`src/rtl/core/arls_pkg.sv`:
```
// Shared constants, command/status types and controller states of the level smoother.
// No dependencies; the RTL files refer to it by scoped names and the bench files import it.
package arls_pkg;

    localparam int NUM_CHANNELS = 32;
    localparam int UNITY_GAIN   = 256;

    localparam int CHANNEL_W = 5;
    localparam int LEVEL_W   = 16;
    localparam int TIME_W    = 64;
    localparam int ELAPSED_W = 10;
    localparam int CFG_W     = 16;
    localparam int CFG_IDX_W = 2;

    // Stored levels reachable through a CHANNEL_W-bit channel number.
    localparam int LEVEL_DEPTH = (NUM_CHANNELS > (2 ** CHANNEL_W)) ? (2 ** CHANNEL_W)
                                                                   : NUM_CHANNELS;
    localparam int LEVEL_IDX_W = (LEVEL_DEPTH > 1) ? $clog2(LEVEL_DEPTH) : 1;

    localparam logic [LEVEL_W-1:0]   LEVEL_MAX        = '1;
    localparam logic [ELAPSED_W-1:0] FIRST_ELAPSED_MS = 10'd33;
    localparam logic [ELAPSED_W-1:0] MAX_ELAPSED_MS   = 10'd1000;
    localparam int                   US_PER_MS        = 1000;

    // Deltas at or above DELTA_CAP saturate; below it they fit DELTA_W bits.
    localparam int DELTA_CAP = (int'(MAX_ELAPSED_MS) + 1) * US_PER_MS;
    localparam int DELTA_W   = $clog2(DELTA_CAP);

    // floor(x / 1000) == (x * MS_RECIP) >> MS_RECIP_SHIFT for x < DELTA_CAP
    localparam int MS_RECIP_SHIFT = 30;
    localparam int MS_RECIP       = ((2 ** MS_RECIP_SHIFT) + US_PER_MS - 1) / US_PER_MS;
    localparam int MS_RECIP_W     = $clog2(MS_RECIP + 1);
    localparam int MS_PROD_W      = DELTA_W + MS_RECIP_W;

    // Q8 fraction divider: quotient LEVEL_W bits, numerator < denominator * 2**DIV_Q_W.
    localparam int DIV_Q_W = LEVEL_W;
    localparam int DIV_D_W = LEVEL_W + 1;
    localparam int DIV_N_W = DIV_Q_W + DIV_D_W;

    // UNITY_GAIN is a power of two; the gain divide is a shift.
    localparam int GAIN_PROD_W = 2 * LEVEL_W;
    localparam int GAIN_ROUND  = UNITY_GAIN / 2;
    localparam int GAIN_SHIFT  = $clog2(UNITY_GAIN);
    localparam logic [DIV_N_W-1:0] GAIN_SAT = DIV_N_W'(UNITY_GAIN) << LEVEL_W;

    localparam int ALPHA_SHIFT = 8;
    localparam int ALPHA_ONE   = 2 ** ALPHA_SHIFT;
    localparam int ALPHA_W     = ALPHA_SHIFT + 1;
    localparam int ALPHA_ROUND = ALPHA_ONE / 2;
    localparam int STEP_PROD_W = LEVEL_W + ALPHA_W;

    localparam logic [CFG_IDX_W-1:0] REG_VISUAL_GAIN  = 2'd0;
    localparam logic [CFG_IDX_W-1:0] REG_ATTACK_TIME  = 2'd1;
    localparam logic [CFG_IDX_W-1:0] REG_RELEASE_TIME = 2'd2;

    localparam logic [CFG_W-1:0] GAIN_RESET    = 16'd256;
    localparam logic [CFG_W-1:0] ATTACK_RESET  = 16'd0;
    localparam logic [CFG_W-1:0] RELEASE_RESET = 16'd0;

    typedef enum logic [3:0] {
        S_IDLE,
        S_PREP,
        S_MS_MUL,
        S_MS_SET,
        S_TARGET,
        S_ALPHA_WAIT,
        S_STEP_MUL,
        S_FINISH
    } ctrl_state_t;

    typedef struct packed {
        logic load;
        logic prep;
        logic ms_mul;
        logic ms_set;
        logic gain_set;
        logic target;
        logic alpha_start;
        logic step_mul;
        logic finish;
    } dp_cmd_t;

    typedef struct packed {
        logic div_busy;
        logic need_alpha;
        logic out_full;
    } dp_status_t;

endpackage

```
`src/rtl/core/arls_if.sv`:
```
// Item channels of the level smoother: raw samples in, smoothed levels out.
// Depends on arls_pkg for field widths.
interface arls_sample_if;
    logic                               valid;
    logic                               ready;
    logic                               frame_start;
    logic [arls_pkg::TIME_W-1:0]        time_us;
    logic [arls_pkg::CHANNEL_W-1:0]     channel;
    logic [arls_pkg::LEVEL_W-1:0]       target_level;

    modport source (output valid, frame_start, time_us, channel, target_level, input ready);
    modport sink   (input valid, frame_start, time_us, channel, target_level, output ready);
endinterface

interface arls_result_if;
    logic                               valid;
    logic                               ready;
    logic [arls_pkg::LEVEL_W-1:0]       smoothed_level;

    modport source (output valid, smoothed_level, input ready);
    modport sink   (input valid, smoothed_level, output ready);
endinterface

```
`src/rtl/core/attack_release_level_smoother.sv`:
```
// Top level of the attack/release level smoother: sequencer plus datapath.
// Depends on arls_pkg, arls_if, arls_ctrl, arls_dpath.
//
//   port       dir   handshake        carries
//   samples    sink  valid/ready      frame_start, time_us, channel, target_level
//   results    src   valid/ready      smoothed_level
//   cfg_*      in    cfg_we only      register index and 16-bit value
//
// One item at a time: after the accepting edge the sequencer steps through PREP,
// MS_MUL, MS_SET and TARGET; when the level moves it also divides for the Q8 fraction
// (ALPHA_WAIT, STEP_MUL); FINISH registers the result and the next item is taken in IDLE.
// Reset clears the level store valid bits, timer and configuration registers at once.
// A waiting result is held in the output register; the next item is accepted
// meanwhile and stalls only at its final write.
module attack_release_level_smoother (
    input  logic                                clk,
    input  logic                                rst_n,
    arls_sample_if.sink                         samples,
    arls_result_if.source                       results,
    input  logic                                cfg_we,
    input  logic [arls_pkg::CFG_IDX_W-1:0]      cfg_index,
    input  logic [arls_pkg::CFG_W-1:0]          cfg_wdata
);

    arls_pkg::dp_cmd_t      cmd;
    arls_pkg::dp_status_t   status;

    arls_ctrl u_ctrl (
        .clk      (clk),
        .rst_n    (rst_n),
        .in_valid (samples.valid),
        .in_ready (samples.ready),
        .cmd      (cmd),
        .status   (status)
    );

    arls_dpath u_dpath (
        .clk            (clk),
        .rst_n          (rst_n),
        .cmd            (cmd),
        .status         (status),
        .cfg_we         (cfg_we),
        .cfg_index      (cfg_index),
        .cfg_wdata      (cfg_wdata),
        .frame_start    (samples.frame_start),
        .time_us        (samples.time_us),
        .channel        (samples.channel),
        .target_level   (samples.target_level),
        .out_valid      (results.valid),
        .out_ready      (results.ready),
        .smoothed_level (results.smoothed_level)
    );

endmodule

```
`src/rtl/core/arls_div.sv`:
```
// Restoring divider, one quotient bit per cycle.
// Expects numer < denom * 2**DIV_Q_W. Depends on arls_pkg.
module arls_div (
    input  logic                           clk,
    input  logic                           rst_n,
    input  logic                           start,
    input  logic [arls_pkg::DIV_N_W-1:0]   numer,
    input  logic [arls_pkg::DIV_D_W-1:0]   denom,
    output logic                           busy,
    output logic [arls_pkg::DIV_Q_W-1:0]   quot
);

    localparam int CNT_W = $clog2(arls_pkg::DIV_Q_W + 1);

    logic                           busy_reg;
    logic                           busy_next;
    logic [CNT_W-1:0]               cnt_reg;
    logic [CNT_W-1:0]               cnt_next;
    logic [arls_pkg::DIV_D_W-1:0]   rem_reg;
    logic [arls_pkg::DIV_Q_W-1:0]   quot_reg;
    logic [arls_pkg::DIV_D_W-1:0]   denom_reg;
    logic [arls_pkg::DIV_D_W:0]     trial;
    logic [arls_pkg::DIV_D_W:0]     trial_sub;
    logic                           fits;

    always_comb
    begin
        trial     = {rem_reg, quot_reg[arls_pkg::DIV_Q_W-1]};
        trial_sub = trial - {1'b0, denom_reg};
        fits      = trial >= {1'b0, denom_reg};
    end

    always_comb
    begin
        busy_next = busy_reg;
        cnt_next  = cnt_reg;
        if (start)
        begin
            busy_next = 1'b1;
            cnt_next  = CNT_W'(arls_pkg::DIV_Q_W);
        end
        else if (busy_reg)
        begin
            cnt_next = cnt_reg - CNT_W'(1);
            if (cnt_reg == CNT_W'(1))
            begin
                busy_next = 1'b0;
            end
        end
    end

    always_ff @(posedge clk or negedge rst_n)
    begin
        if (!rst_n)
        begin
            busy_reg <= 1'b0;
            cnt_reg  <= '0;
        end
        else
        begin
            busy_reg <= busy_next;
            cnt_reg  <= cnt_next;
        end
    end

    always_ff @(posedge clk)
    begin
        if (start)
        begin
            rem_reg   <= numer[arls_pkg::DIV_N_W-1:arls_pkg::DIV_Q_W];
            quot_reg  <= numer[arls_pkg::DIV_Q_W-1:0];
            denom_reg <= denom;
        end
        else if (busy_reg)
        begin
            rem_reg  <= fits ? trial_sub[arls_pkg::DIV_D_W-1:0] : trial[arls_pkg::DIV_D_W-1:0];
            quot_reg <= {quot_reg[arls_pkg::DIV_Q_W-2:0], fits};
        end
    end

    assign busy = busy_reg;
    assign quot = quot_reg;

endmodule

```
`src/rtl/core/arls_ctrl.sv`:
```
// Sequencer of the level smoother: steps the datapath through one item.
// Depends on arls_pkg for states, commands and status.
module arls_ctrl (
    input  logic                    clk,
    input  logic                    rst_n,
    input  logic                    in_valid,
    output logic                    in_ready,
    output arls_pkg::dp_cmd_t       cmd,
    input  arls_pkg::dp_status_t    status
);

    arls_pkg::ctrl_state_t state_reg;
    arls_pkg::ctrl_state_t state_next;

    always_ff @(posedge clk or negedge rst_n)
    begin
        if (!rst_n)
        begin
            state_reg <= arls_pkg::S_IDLE;
        end
        else
        begin
            state_reg <= state_next;
        end
    end

    always_comb
    begin
        state_next = state_reg;
        cmd        = '0;
        in_ready   = 1'b0;
        case (state_reg)
            arls_pkg::S_IDLE:
            begin
                in_ready = 1'b1;
                if (in_valid)
                begin
                    cmd.load   = 1'b1;
                    state_next = arls_pkg::S_PREP;
                end
            end
            arls_pkg::S_PREP:
            begin
                cmd.prep   = 1'b1;
                state_next = arls_pkg::S_MS_MUL;
            end
            arls_pkg::S_MS_MUL:
            begin
                cmd.ms_mul   = 1'b1;
                cmd.gain_set = 1'b1;
                state_next   = arls_pkg::S_MS_SET;
            end
            arls_pkg::S_MS_SET:
            begin
                cmd.ms_set = 1'b1;
                state_next = arls_pkg::S_TARGET;
            end
            arls_pkg::S_TARGET:
            begin
                cmd.target = 1'b1;
                if (status.need_alpha)
                begin
                    cmd.alpha_start = 1'b1;
                    state_next      = arls_pkg::S_ALPHA_WAIT;
                end
                else
                begin
                    state_next = arls_pkg::S_FINISH;
                end
            end
            arls_pkg::S_ALPHA_WAIT:
            begin
                if (!status.div_busy)
                begin
                    state_next = arls_pkg::S_STEP_MUL;
                end
            end
            arls_pkg::S_STEP_MUL:
            begin
                cmd.step_mul = 1'b1;
                state_next   = arls_pkg::S_FINISH;
            end
            arls_pkg::S_FINISH:
            begin
                if (!status.out_full)
                begin
                    cmd.finish = 1'b1;
                    state_next = arls_pkg::S_IDLE;
                end
            end
            default:
            begin
                state_next = arls_pkg::S_IDLE;
            end
        endcase
    end

endmodule

```
`src/rtl/core/arls_dpath.sv`:
```
// Datapath of the level smoother: config registers, frame timer, level store,
// gain and step arithmetic, output register. Depends on arls_pkg and arls_div.
module arls_dpath (
    input  logic                               clk,
    input  logic                               rst_n,
    input  arls_pkg::dp_cmd_t                  cmd,
    output arls_pkg::dp_status_t               status,
    input  logic                               cfg_we,
    input  logic [arls_pkg::CFG_IDX_W-1:0]     cfg_index,
    input  logic [arls_pkg::CFG_W-1:0]         cfg_wdata,
    input  logic                               frame_start,
    input  logic [arls_pkg::TIME_W-1:0]        time_us,
    input  logic [arls_pkg::CHANNEL_W-1:0]     channel,
    input  logic [arls_pkg::LEVEL_W-1:0]       target_level,
    output logic                               out_valid,
    input  logic                               out_ready,
    output logic [arls_pkg::LEVEL_W-1:0]       smoothed_level
);

    // configuration
    logic [arls_pkg::CFG_W-1:0]         gain_reg;
    logic [arls_pkg::CFG_W-1:0]         attack_reg;
    logic [arls_pkg::CFG_W-1:0]         release_reg;

    // latched item
    logic                               fs_reg;
    logic [arls_pkg::TIME_W-1:0]        time_reg;
    logic [arls_pkg::CHANNEL_W-1:0]     chan_reg;
    logic [arls_pkg::LEVEL_W-1:0]       raw_reg;

    // level store
    logic [arls_pkg::LEVEL_W-1:0]       level_mem [arls_pkg::LEVEL_DEPTH];
    logic [arls_pkg::LEVEL_DEPTH-1:0]   level_valid_reg;
    logic [arls_pkg::LEVEL_W-1:0]       rd_data_reg;
    logic                               rd_valid_reg;
    logic [arls_pkg::LEVEL_W-1:0]       stored_reg;

    // frame timer
    logic                               started_reg;
    logic [arls_pkg::TIME_W-1:0]        prev_reg;
    logic [arls_pkg::ELAPSED_W-1:0]     elapsed_reg;
    logic [arls_pkg::DELTA_W-1:0]       delta_reg;
    logic                               ms_pend_reg;
    logic [arls_pkg::MS_PROD_W-1:0]     ms_prod_reg;

    // arithmetic
    logic [arls_pkg::GAIN_PROD_W-1:0]   gain_prod_reg;
    logic                               gain_sat_reg;
    logic [arls_pkg::LEVEL_W-1:0]       gain_q_reg;
    logic                               up_reg;
    logic [arls_pkg::LEVEL_W-1:0]       diff_reg;
    logic                               direct_reg;
    logic [arls_pkg::LEVEL_W-1:0]       direct_val_reg;
    logic [arls_pkg::STEP_PROD_W-1:0]   step_prod_reg;

    // output
    logic                               out_valid_reg;
    logic [arls_pkg::LEVEL_W-1:0]       out_data_reg;

    logic [arls_pkg::TIME_W:0]          time_sub;
    logic                               no_advance;
    logic                               delta_capped;
    logic [arls_pkg::DIV_N_W-1:0]       gain_sum;
    logic                               gain_sat;
    logic [arls_pkg::LEVEL_W-1:0]       target_c;
    logic                               up_c;
    logic [arls_pkg::CFG_W-1:0]         resp_c;
    logic                               resp_zero;
    logic                               hold_c;
    logic                               need_alpha;
    logic [arls_pkg::LEVEL_W-1:0]       diff_c;
    logic [arls_pkg::DIV_N_W-1:0]       alpha_numer;
    logic [arls_pkg::DIV_D_W-1:0]       alpha_denom;
    logic                               div_start;
    logic [arls_pkg::DIV_N_W-1:0]       div_numer;
    logic [arls_pkg::DIV_D_W-1:0]       div_denom;
    logic                               div_busy;
    logic [arls_pkg::DIV_Q_W-1:0]       div_quot;
    logic [arls_pkg::ALPHA_W-1:0]       alpha_c;
    logic [arls_pkg::STEP_PROD_W:0]     step_round;
    logic [arls_pkg::LEVEL_W-1:0]       step_c;
    logic [arls_pkg::LEVEL_W-1:0]       step_min;
    logic [arls_pkg::LEVEL_W:0]         up_sum;
    logic [arls_pkg::LEVEL_W-1:0]       moved_c;
    logic [arls_pkg::LEVEL_W-1:0]       new_level;
    logic                               in_range;
    logic [arls_pkg::LEVEL_IDX_W-1:0]   wr_idx;
    logic [arls_pkg::LEVEL_IDX_W-1:0]   rd_idx;

    always_ff @(posedge clk or negedge rst_n)
    begin
        if (!rst_n)
        begin
            gain_reg    <= arls_pkg::GAIN_RESET;
            attack_reg  <= arls_pkg::ATTACK_RESET;
            release_reg <= arls_pkg::RELEASE_RESET;
        end
        else if (cfg_we)
        begin
            case (cfg_index)
                arls_pkg::REG_VISUAL_GAIN:  gain_reg    <= cfg_wdata;
                arls_pkg::REG_ATTACK_TIME:  attack_reg  <= cfg_wdata;
                arls_pkg::REG_RELEASE_TIME: release_reg <= cfg_wdata;
                default:                    ;
            endcase
        end
    end

    assign rd_idx   = channel[arls_pkg::LEVEL_IDX_W-1:0];
    assign wr_idx   = chan_reg[arls_pkg::LEVEL_IDX_W-1:0];
    assign in_range = int'(chan_reg) < arls_pkg::NUM_CHANNELS;

    always_ff @(posedge clk)
    begin
        if (cmd.load)
        begin
            fs_reg      <= frame_start;
            time_reg    <= time_us;
            chan_reg    <= channel;
            raw_reg     <= target_level;
            rd_data_reg <= level_mem[rd_idx];
        end
        if (cmd.finish && in_range)
        begin
            level_mem[wr_idx] <= new_level;
        end
    end

    always_ff @(posedge clk or negedge rst_n)
    begin
        if (!rst_n)
        begin
            level_valid_reg <= '0;
            rd_valid_reg    <= 1'b0;
        end
        else
        begin
            if (cmd.load)
            begin
                rd_valid_reg <= level_valid_reg[rd_idx];
            end
            if (cmd.finish && in_range)
            begin
                level_valid_reg[wr_idx] <= 1'b1;
            end
        end
    end

    // frame timer
    always_comb
    begin
        time_sub     = {1'b0, time_reg} - {1'b0, prev_reg};
        no_advance   = time_sub[arls_pkg::TIME_W] || (time_sub[arls_pkg::TIME_W-1:0] == '0);
        delta_capped = time_sub[arls_pkg::TIME_W-1:0] >= arls_pkg::TIME_W'(arls_pkg::DELTA_CAP);
    end

    always_ff @(posedge clk or negedge rst_n)
    begin
        if (!rst_n)
        begin
            started_reg <= 1'b0;
            prev_reg    <= '0;
            elapsed_reg <= '0;
            ms_pend_reg <= 1'b0;
        end
        else if (cmd.prep)
        begin
            ms_pend_reg <= 1'b0;
            if (fs_reg)
            begin
                if (!started_reg)
                begin
                    started_reg <= 1'b1;
                    prev_reg    <= time_reg;
                    elapsed_reg <= arls_pkg::FIRST_ELAPSED_MS;
                end
                else if (no_advance)
                begin
                    elapsed_reg <= '0;
                end
                else
                begin
                    prev_reg <= time_reg;
                    if (delta_capped)
                    begin
                        elapsed_reg <= arls_pkg::MAX_ELAPSED_MS;
                    end
                    else
                    begin
                        ms_pend_reg <= 1'b1;
                    end
                end
            end
        end
        else if (cmd.ms_set && ms_pend_reg)
        begin
            elapsed_reg <= ms_prod_reg[arls_pkg::MS_RECIP_SHIFT +: arls_pkg::ELAPSED_W];
        end
    end

    // gain: round(raw * gain / UNITY_GAIN), saturating
    always_comb
    begin
        gain_sum = arls_pkg::DIV_N_W'(gain_prod_reg) + arls_pkg::DIV_N_W'(arls_pkg::GAIN_ROUND);
        gain_sat = gain_sum >= arls_pkg::GAIN_SAT;
    end

    // target and direction
    always_comb
    begin
        target_c    = gain_sat_reg ? arls_pkg::LEVEL_MAX : gain_q_reg;
        up_c        = target_c > stored_reg;
        resp_c      = up_c ? attack_reg : release_reg;
        resp_zero   = resp_c == '0;
        hold_c      = (target_c == stored_reg) || (elapsed_reg == '0);
        need_alpha  = !resp_zero && !hold_c;
        diff_c      = up_c ? (target_c - stored_reg) : (stored_reg - target_c);
        alpha_numer = arls_pkg::DIV_N_W'(elapsed_reg) << arls_pkg::ALPHA_SHIFT;
        alpha_denom = arls_pkg::DIV_D_W'(resp_c) + arls_pkg::DIV_D_W'(elapsed_reg);
    end

    always_comb
    begin
        div_start = cmd.alpha_start;
        div_numer = alpha_numer;
        div_denom = alpha_denom;
    end

    arls_div u_div (
        .clk   (clk),
        .rst_n (rst_n),
        .start (div_start),
        .numer (div_numer),
        .denom (div_denom),
        .busy  (div_busy),
        .quot  (div_quot)
    );

    // step toward target
    always_comb
    begin
        alpha_c = (div_quot > arls_pkg::DIV_Q_W'(arls_pkg::ALPHA_ONE))
                  ? arls_pkg::ALPHA_W'(arls_pkg::ALPHA_ONE)
                  : div_quot[arls_pkg::ALPHA_W-1:0];
        step_round = {1'b0, step_prod_reg} + (arls_pkg::STEP_PROD_W + 1)'(arls_pkg::ALPHA_ROUND);
        step_c     = step_round[arls_pkg::ALPHA_SHIFT +: arls_pkg::LEVEL_W];
        step_min   = (step_c == '0) ? arls_pkg::LEVEL_W'(1) : step_c;
        up_sum     = {1'b0, stored_reg} + {1'b0, step_min};
        if (up_reg)
        begin
            moved_c = up_sum[arls_pkg::LEVEL_W] ? arls_pkg::LEVEL_MAX
                                                : up_sum[arls_pkg::LEVEL_W-1:0];
        end
        else
        begin
            moved_c = (step_min > stored_reg) ? '0 : (stored_reg - step_min);
        end
        new_level = direct_reg ? direct_val_reg : moved_c;
    end

    always_ff @(posedge clk)
    begin
        if (cmd.prep)
        begin
            stored_reg    <= rd_valid_reg ? rd_data_reg : '0;
            gain_prod_reg <= arls_pkg::GAIN_PROD_W'(raw_reg) * arls_pkg::GAIN_PROD_W'(gain_reg);
            delta_reg     <= time_sub[arls_pkg::DELTA_W-1:0];
        end
        if (cmd.ms_mul)
        begin
            ms_prod_reg <= arls_pkg::MS_PROD_W'(delta_reg)
                           * arls_pkg::MS_PROD_W'(arls_pkg::MS_RECIP);
        end
        if (cmd.gain_set)
        begin
            gain_sat_reg <= gain_sat;
            gain_q_reg   <= gain_sum[arls_pkg::GAIN_SHIFT +: arls_pkg::LEVEL_W];
        end
        if (cmd.target)
        begin
            up_reg         <= up_c;
            diff_reg       <= diff_c;
            direct_reg     <= !need_alpha;
            direct_val_reg <= resp_zero ? target_c : stored_reg;
        end
        if (cmd.step_mul)
        begin
            step_prod_reg <= arls_pkg::STEP_PROD_W'(diff_reg) * arls_pkg::STEP_PROD_W'(alpha_c);
        end
        if (cmd.finish)
        begin
            out_data_reg <= in_range ? new_level : '0;
        end
    end

    always_ff @(posedge clk or negedge rst_n)
    begin
        if (!rst_n)
        begin
            out_valid_reg <= 1'b0;
        end
        else if (cmd.finish)
        begin
            out_valid_reg <= 1'b1;
        end
        else if (out_ready)
        begin
            out_valid_reg <= 1'b0;
        end
    end

    assign status.div_busy   = div_busy;
    assign status.need_alpha = need_alpha;
    assign status.out_full   = out_valid_reg && !out_ready;

    assign out_valid      = out_valid_reg;
    assign smoothed_level = out_data_reg;

    a_div_idle: assert property (@(posedge clk) disable iff (!rst_n)
        cmd.alpha_start |-> !div_busy)
        else $error("divider started while busy");

    a_no_overwrite: assert property (@(posedge clk) disable iff (!rst_n)
        cmd.finish |-> (!out_valid_reg || out_ready))
        else $error("result register overwritten before delivery");

    a_elapsed_cap: assert property (@(posedge clk) disable iff (!rst_n)
        (cmd.ms_set && ms_pend_reg) |=> (elapsed_reg <= arls_pkg::MAX_ELAPSED_MS))
        else $error("elapsed time above cap");

    a_elapsed_unstarted: assert property (@(posedge clk) disable iff (!rst_n)
        !started_reg |-> (elapsed_reg == '0))
        else $error("elapsed time set before first frame");

endmodule

```
`src/flat_wrapper.sv`:
```
// flat-port wrapper written by rule: the top's interface ports become plain ports
module attack_release_level_smoother_flat 
  (clk, rst_n, cfg_we, cfg_index, cfg_wdata, samples_valid, samples_frame_start, samples_time_us, samples_channel, samples_target_level, samples_ready, results_valid, results_smoothed_level, results_ready);
  arls_sample_if samples_i ();
  arls_result_if results_i ();
  input  logic clk;
  input  logic rst_n;
  input  logic cfg_we;
  input  logic [arls_pkg::CFG_IDX_W-1:0] cfg_index;
  input  logic [arls_pkg::CFG_W-1:0] cfg_wdata;
  input wire logic [$bits(samples_i.valid)-1:0] samples_valid;
  input wire logic [$bits(samples_i.frame_start)-1:0] samples_frame_start;
  input wire logic [$bits(samples_i.time_us)-1:0] samples_time_us;
  input wire logic [$bits(samples_i.channel)-1:0] samples_channel;
  input wire logic [$bits(samples_i.target_level)-1:0] samples_target_level;
  output wire logic [$bits(samples_i.ready)-1:0] samples_ready;
  output wire logic [$bits(results_i.valid)-1:0] results_valid;
  output wire logic [$bits(results_i.smoothed_level)-1:0] results_smoothed_level;
  input wire logic [$bits(results_i.ready)-1:0] results_ready;
  assign samples_i.valid = samples_valid;
  assign samples_i.frame_start = samples_frame_start;
  assign samples_i.time_us = samples_time_us;
  assign samples_i.channel = samples_channel;
  assign samples_i.target_level = samples_target_level;
  assign samples_ready = samples_i.ready;
  assign results_valid = results_i.valid;
  assign results_smoothed_level = results_i.smoothed_level;
  assign results_i.ready = results_ready;
  attack_release_level_smoother u_core (.clk(clk), .rst_n(rst_n), .samples(samples_i), .results(results_i), .cfg_we(cfg_we), .cfg_index(cfg_index), .cfg_wdata(cfg_wdata));
endmodule
```
`config.mk`:
```
export PLATFORM = sky130hd
export DESIGN_NAME = attack_release_level_smoother_flat
export DESIGN_NICKNAME = d
export VERILOG_FILES = /design/src/rtl/core/arls_pkg.sv /design/src/rtl/core/arls_if.sv /design/src/rtl/core/attack_release_level_smoother.sv /design/src/rtl/core/arls_div.sv /design/src/rtl/core/arls_ctrl.sv /design/src/rtl/core/arls_dpath.sv /design/src/flat_wrapper.sv
export SDC_FILE = /design/constraint.sdc
export NUM_CORES = 2
export LEC_CHECK = 0
export ABC_AREA = 1
export BUFFER_PORTS_ARGS = -buffer_cell sky130_fd_sc_hd__buf_2
export CORE_ASPECT_RATIO = 1.75
export CORE_MARGIN = 8
export CORE_UTILIZATION = 55
export DETAILED_ROUTE_END_ITERATION = 10
export HOLD_SLACK_MARGIN = 0.02
export PLACE_DENSITY = 0.75
export SYNTH_ARGS = -nofsm -noshare
export SYNTH_HDL_FRONTEND = slang
export SYNTH_HIERARCHICAL = 1
export SYNTH_SLANG_ARGS = --single-unit
```
`constraint.sdc`:
```
create_clock -name clk -period 9.4 [get_ports clk]
set_input_delay 1.88 -clock clk [delete_from_list [all_inputs] [get_ports clk]]
set_output_delay 1.88 -clock clk [all_outputs]
set_load 0.05 [all_outputs]
```
==> metrics.md <==
| Metric | Value |
|---|---|
| Fmax | around 150 MHz |
| Share of the synthesized area in the top cell type | 36.3% |
| CTS tree | built |
| Critical path buffers and inverters | 4 |
| Setup Buffers After CTS | 0 |
| Worst R2R End | u_core/u_dpath/gain_prod_reg[29]$_DFFE_PP_ |
| Post-CTS Hold Buffers | 0 |
| Worst hold-check path type | reg -> reg |
| Slowest CP cell | dfrtp_1 |
| Warnings, synthesis | 6 |
| Register Area | 28,800 µm² |
| IO Pins | 127 |
| CTS Root Buffer Type | clkbuf_16 |
| Filler cells | approximately 11,000 |
| Clock Tree Buf Depth | 3 |
| Share of cells above drive strength 1 | 5.93% |
| Busiest layer in global routing | met2 |
| Clk sinks | 986 |
| CP endpoint | u_core/u_dpath/gain_prod_reg[29]$_DFFE_PP_ |
| CP Cell Sequence | nand2_1 > fa_1 > inv_1 > fa_1 > ha_1 > fa_1 > inv_1 > fa_1 > fa_1 > inv_1 > ha_1 > nand2_1 > inv_1 > a21oi_1 > o21ai_0 > a21oi_1 > o21bai_1 > a21oi_1 > o21ai_0 > a21boi_0 > o21bai_1 > xor2_1 |
| Synth area leaders | edfxtp_1 36%, fa_1 11%, nand2_1 9.5% |
| Syn avg cell area | between 8 and 9 µm² |
| Fin Hold WS | 0.463 ns |
| Initial DRC count | 4,005 |
| Worst reg2reg path depth | 22 |
| Drt wl/cell | about 20 µm |
| Synth Register Bits | roughly 990 |
| Chip width | around 280 µm |
| Critical path class | reg -> reg |
| I/O Buffers | 126 |
| Cells after synthesis | 7,611 |
| CP max stage delay | 0.82 ns |
| 1st-pass router iterations | 6 |
| Met1 track demand over resource | 29.7% |
| GRT Total Usage | 28.1% |
| Final net count | 8,629 |
| Seq/Total Area, Yosys | a little over two fifths |
| Unrepaired setup endpoints after global routing | no |
| CP Launch Point | u_core/u_dpath/gain_reg[6]$_DFFE_PN0P_ |
| Synth async-reset ratio | 16.9% |
| R2R setup slack | 2.68 ns |
| Initial Utilization | 55.4% |
| Largest net degree at the start of global routing | 122 |
| TritonCTS Buffers | 89 |
| Post-route DRC | 0 |
| Max-Cap Viols | 0 |
| First-pass GRT wire length | 294,000 µm |
| Number of global-route vias before repair | around 54,000 |
| Max reg flops | 512 |
| Rows | 170 |
| Top FF cell, synth | edfxtp_1 |
| Grt met2 use | 51.8% |
| Die area | between 100,000 and 150,000 µm² |
| CP startpoint kind | flip-flop |
| Multi-input logic area | ~33,000 µm² |
| Critical path's top delay family | adder cells |
| Post-Syn Area | 67,800 µm² |
| Post_cts resized | 0 |
| DR vias/cell | approximately 5.6 |
| Dpl hpwl | 143,000 µm |
| Slew @ Worst Pin | 1.18 ns |
| Fin Setup TNS | 0 ns |
| Top-count cell post-synth | nand2_1 |
| Antenna-violating nets left | 0 |
| Yosys cell types | 61 |
| WL final | about 190,000 µm |
| Worst setup EP type | flip-flop |
| Clock Latency Late Sink | 0.76 ns |
| Finish-stage setup viols | 0 |
| DIE HEIGHT | just under 500 µm |
| Commonest cells post-synth | 1,716 x nand2_1, 1,437 x inv_1, 819 x edfxtp_1, 711 x nor2_1, 470 x ha_1 |
| H-tree levels | 3 |
| Pins Over Slew Limit | 0 |
| Post-route clock period utilization | 71.4% |
| Final-report hold violation count | 0 |
| Most frequent CP cell | fa_1 |
| Total grt overflow | 0 |
| Worst slew margin | about 22% |
| Area leader, netlist | edfxtp_1 |
| Skew final | 0.0870 ns |
| Core area | 123,000 µm² |
| Reg2Reg Launch Point | u_core/u_dpath/gain_reg[6]$_DFFE_PN0P_ |
| Clk pin slew, worst setup/hold paths | roughly 0.07 ns |
| Vias | 52,300 |
| Met3 Usage GRT | 3.19% |
| Synth-to-Final Area Change | 8.32% |
| Status | finished, final reports clean |
| Worst path arrival time | 7.14 ns |
| EDFF count, synth | ~800 |
| Gpl congestion | 1.01 |
| Critical path depth | 22 |
| Initial antenna violation count | 4 |
| Critical path peak fanout | 17 |
| Critical Path RT | approximately 10 ns |
| Tmin final | 6.72 ns |
==> metal layers <==
layer | wire (µm) | part of all wire [%] | vias up
met5 | 27 | 0.014 | -
met4 | 14600 | 7.7 | 4
met3 | 10700 | 5.6 | 586
met2 | 99200 | 52 | 1911
met1 | 65700 | 35 | 25300
li1 | - | - | 24500
==> tightest hold or removal path: stages (launching register included) <==
cell,delay (ns)
dfrtp_1,0.33
inv_1,0.04
o21ai_0,0.06
==> kinds of logic after synthesis <==
| kind of cell | count (synthesis) | synth area share [%] |
|---|---|---|
| and+or+nand+nor | 2951 | 17.9 |
| adders and majority gates | 853 | 20.0 |
| other | 1 | 0.00553 |
| DFF | 986 | 42.4 |
| buffers and inverters | 1701 | 9.57 |
| AOI/OAI and AO/OA | 966 | 8.19 |
| xor gates and xnor gates | 153 | 1.98 |
==> layout make-up <==
type	instances	share of cell area, %
multi-input cells	4946	44.6
flip-flops and latches	986	39.2
inverters	1445	7.40
clock buffers	105	3.19
well taps	1634	2.78
repair buffers	199	1.63
clock inverters	63	1.25
diodes	1	0.00341
==> cell usage in the layout, fill, tap and decap left out, types with 74 or more instances in the layout <==
master	synthesis	layout
o21ai_0	458	457
a21oi_1	245	241
o221ai_1	101	101
dfrtp_1	166	166
fa_1	383	383
ha_1	470	470
clkbuf_16	0	89
nand3_1	308	308
nor2_1	711	704
buf_4	8	74
inv_1	1437	1435
xor2_1	99	99
edfxtp_1	819	819
buf_2	18	123
nand2_1	1716	1714
==> worst min-delay path by stage <==
stage	startpoint	end	slack, ns	cells after the start
after floorplan	u_core/u_dpath/level_valid_reg[16]$_DFFE_PN0P_	u_core/u_dpath/level_valid_reg[16]$_DFFE_PN0P_	0.42	2
after global placement	u_core/u_dpath/level_valid_reg[16]$_DFFE_PN0P_	u_core/u_dpath/level_valid_reg[16]$_DFFE_PN0P_	0.44	2
after detailed placement	u_core/u_dpath/level_valid_reg[16]$_DFFE_PN0P_	u_core/u_dpath/level_valid_reg[16]$_DFFE_PN0P_	0.45	2
after CTS	u_core/u_dpath/level_valid_reg[16]$_DFFE_PN0P_	u_core/u_dpath/level_valid_reg[16]$_DFFE_PN0P_	0.46	2
after global routing	u_core/u_dpath/level_valid_reg[9]$_DFFE_PN0P_	u_core/u_dpath/level_valid_reg[9]$_DFFE_PN0P_	0.47	1
final	u_core/u_dpath/level_valid_reg[16]$_DFFE_PN0P_	u_core/u_dpath/level_valid_reg[16]$_DFFE_PN0P_	0.46	2
==> metrics by stage <==
step,area [µm²],worst slack [ns],std cells,util (%)
finish,73500,2.68,9379,60.0
global route,73500,2.33,9379,60.0
CTS,73500,2.66,9378,60.0
detailed placement,70200,2.68,9210,57.3
global placement,70200,2.81,9210,57.3
floorplan,67900,2.61,7633,-
Power is left out: the tool's default activity adds up to more than one toggle a clock period on the data nets, which glitch-free logic cannot reach.
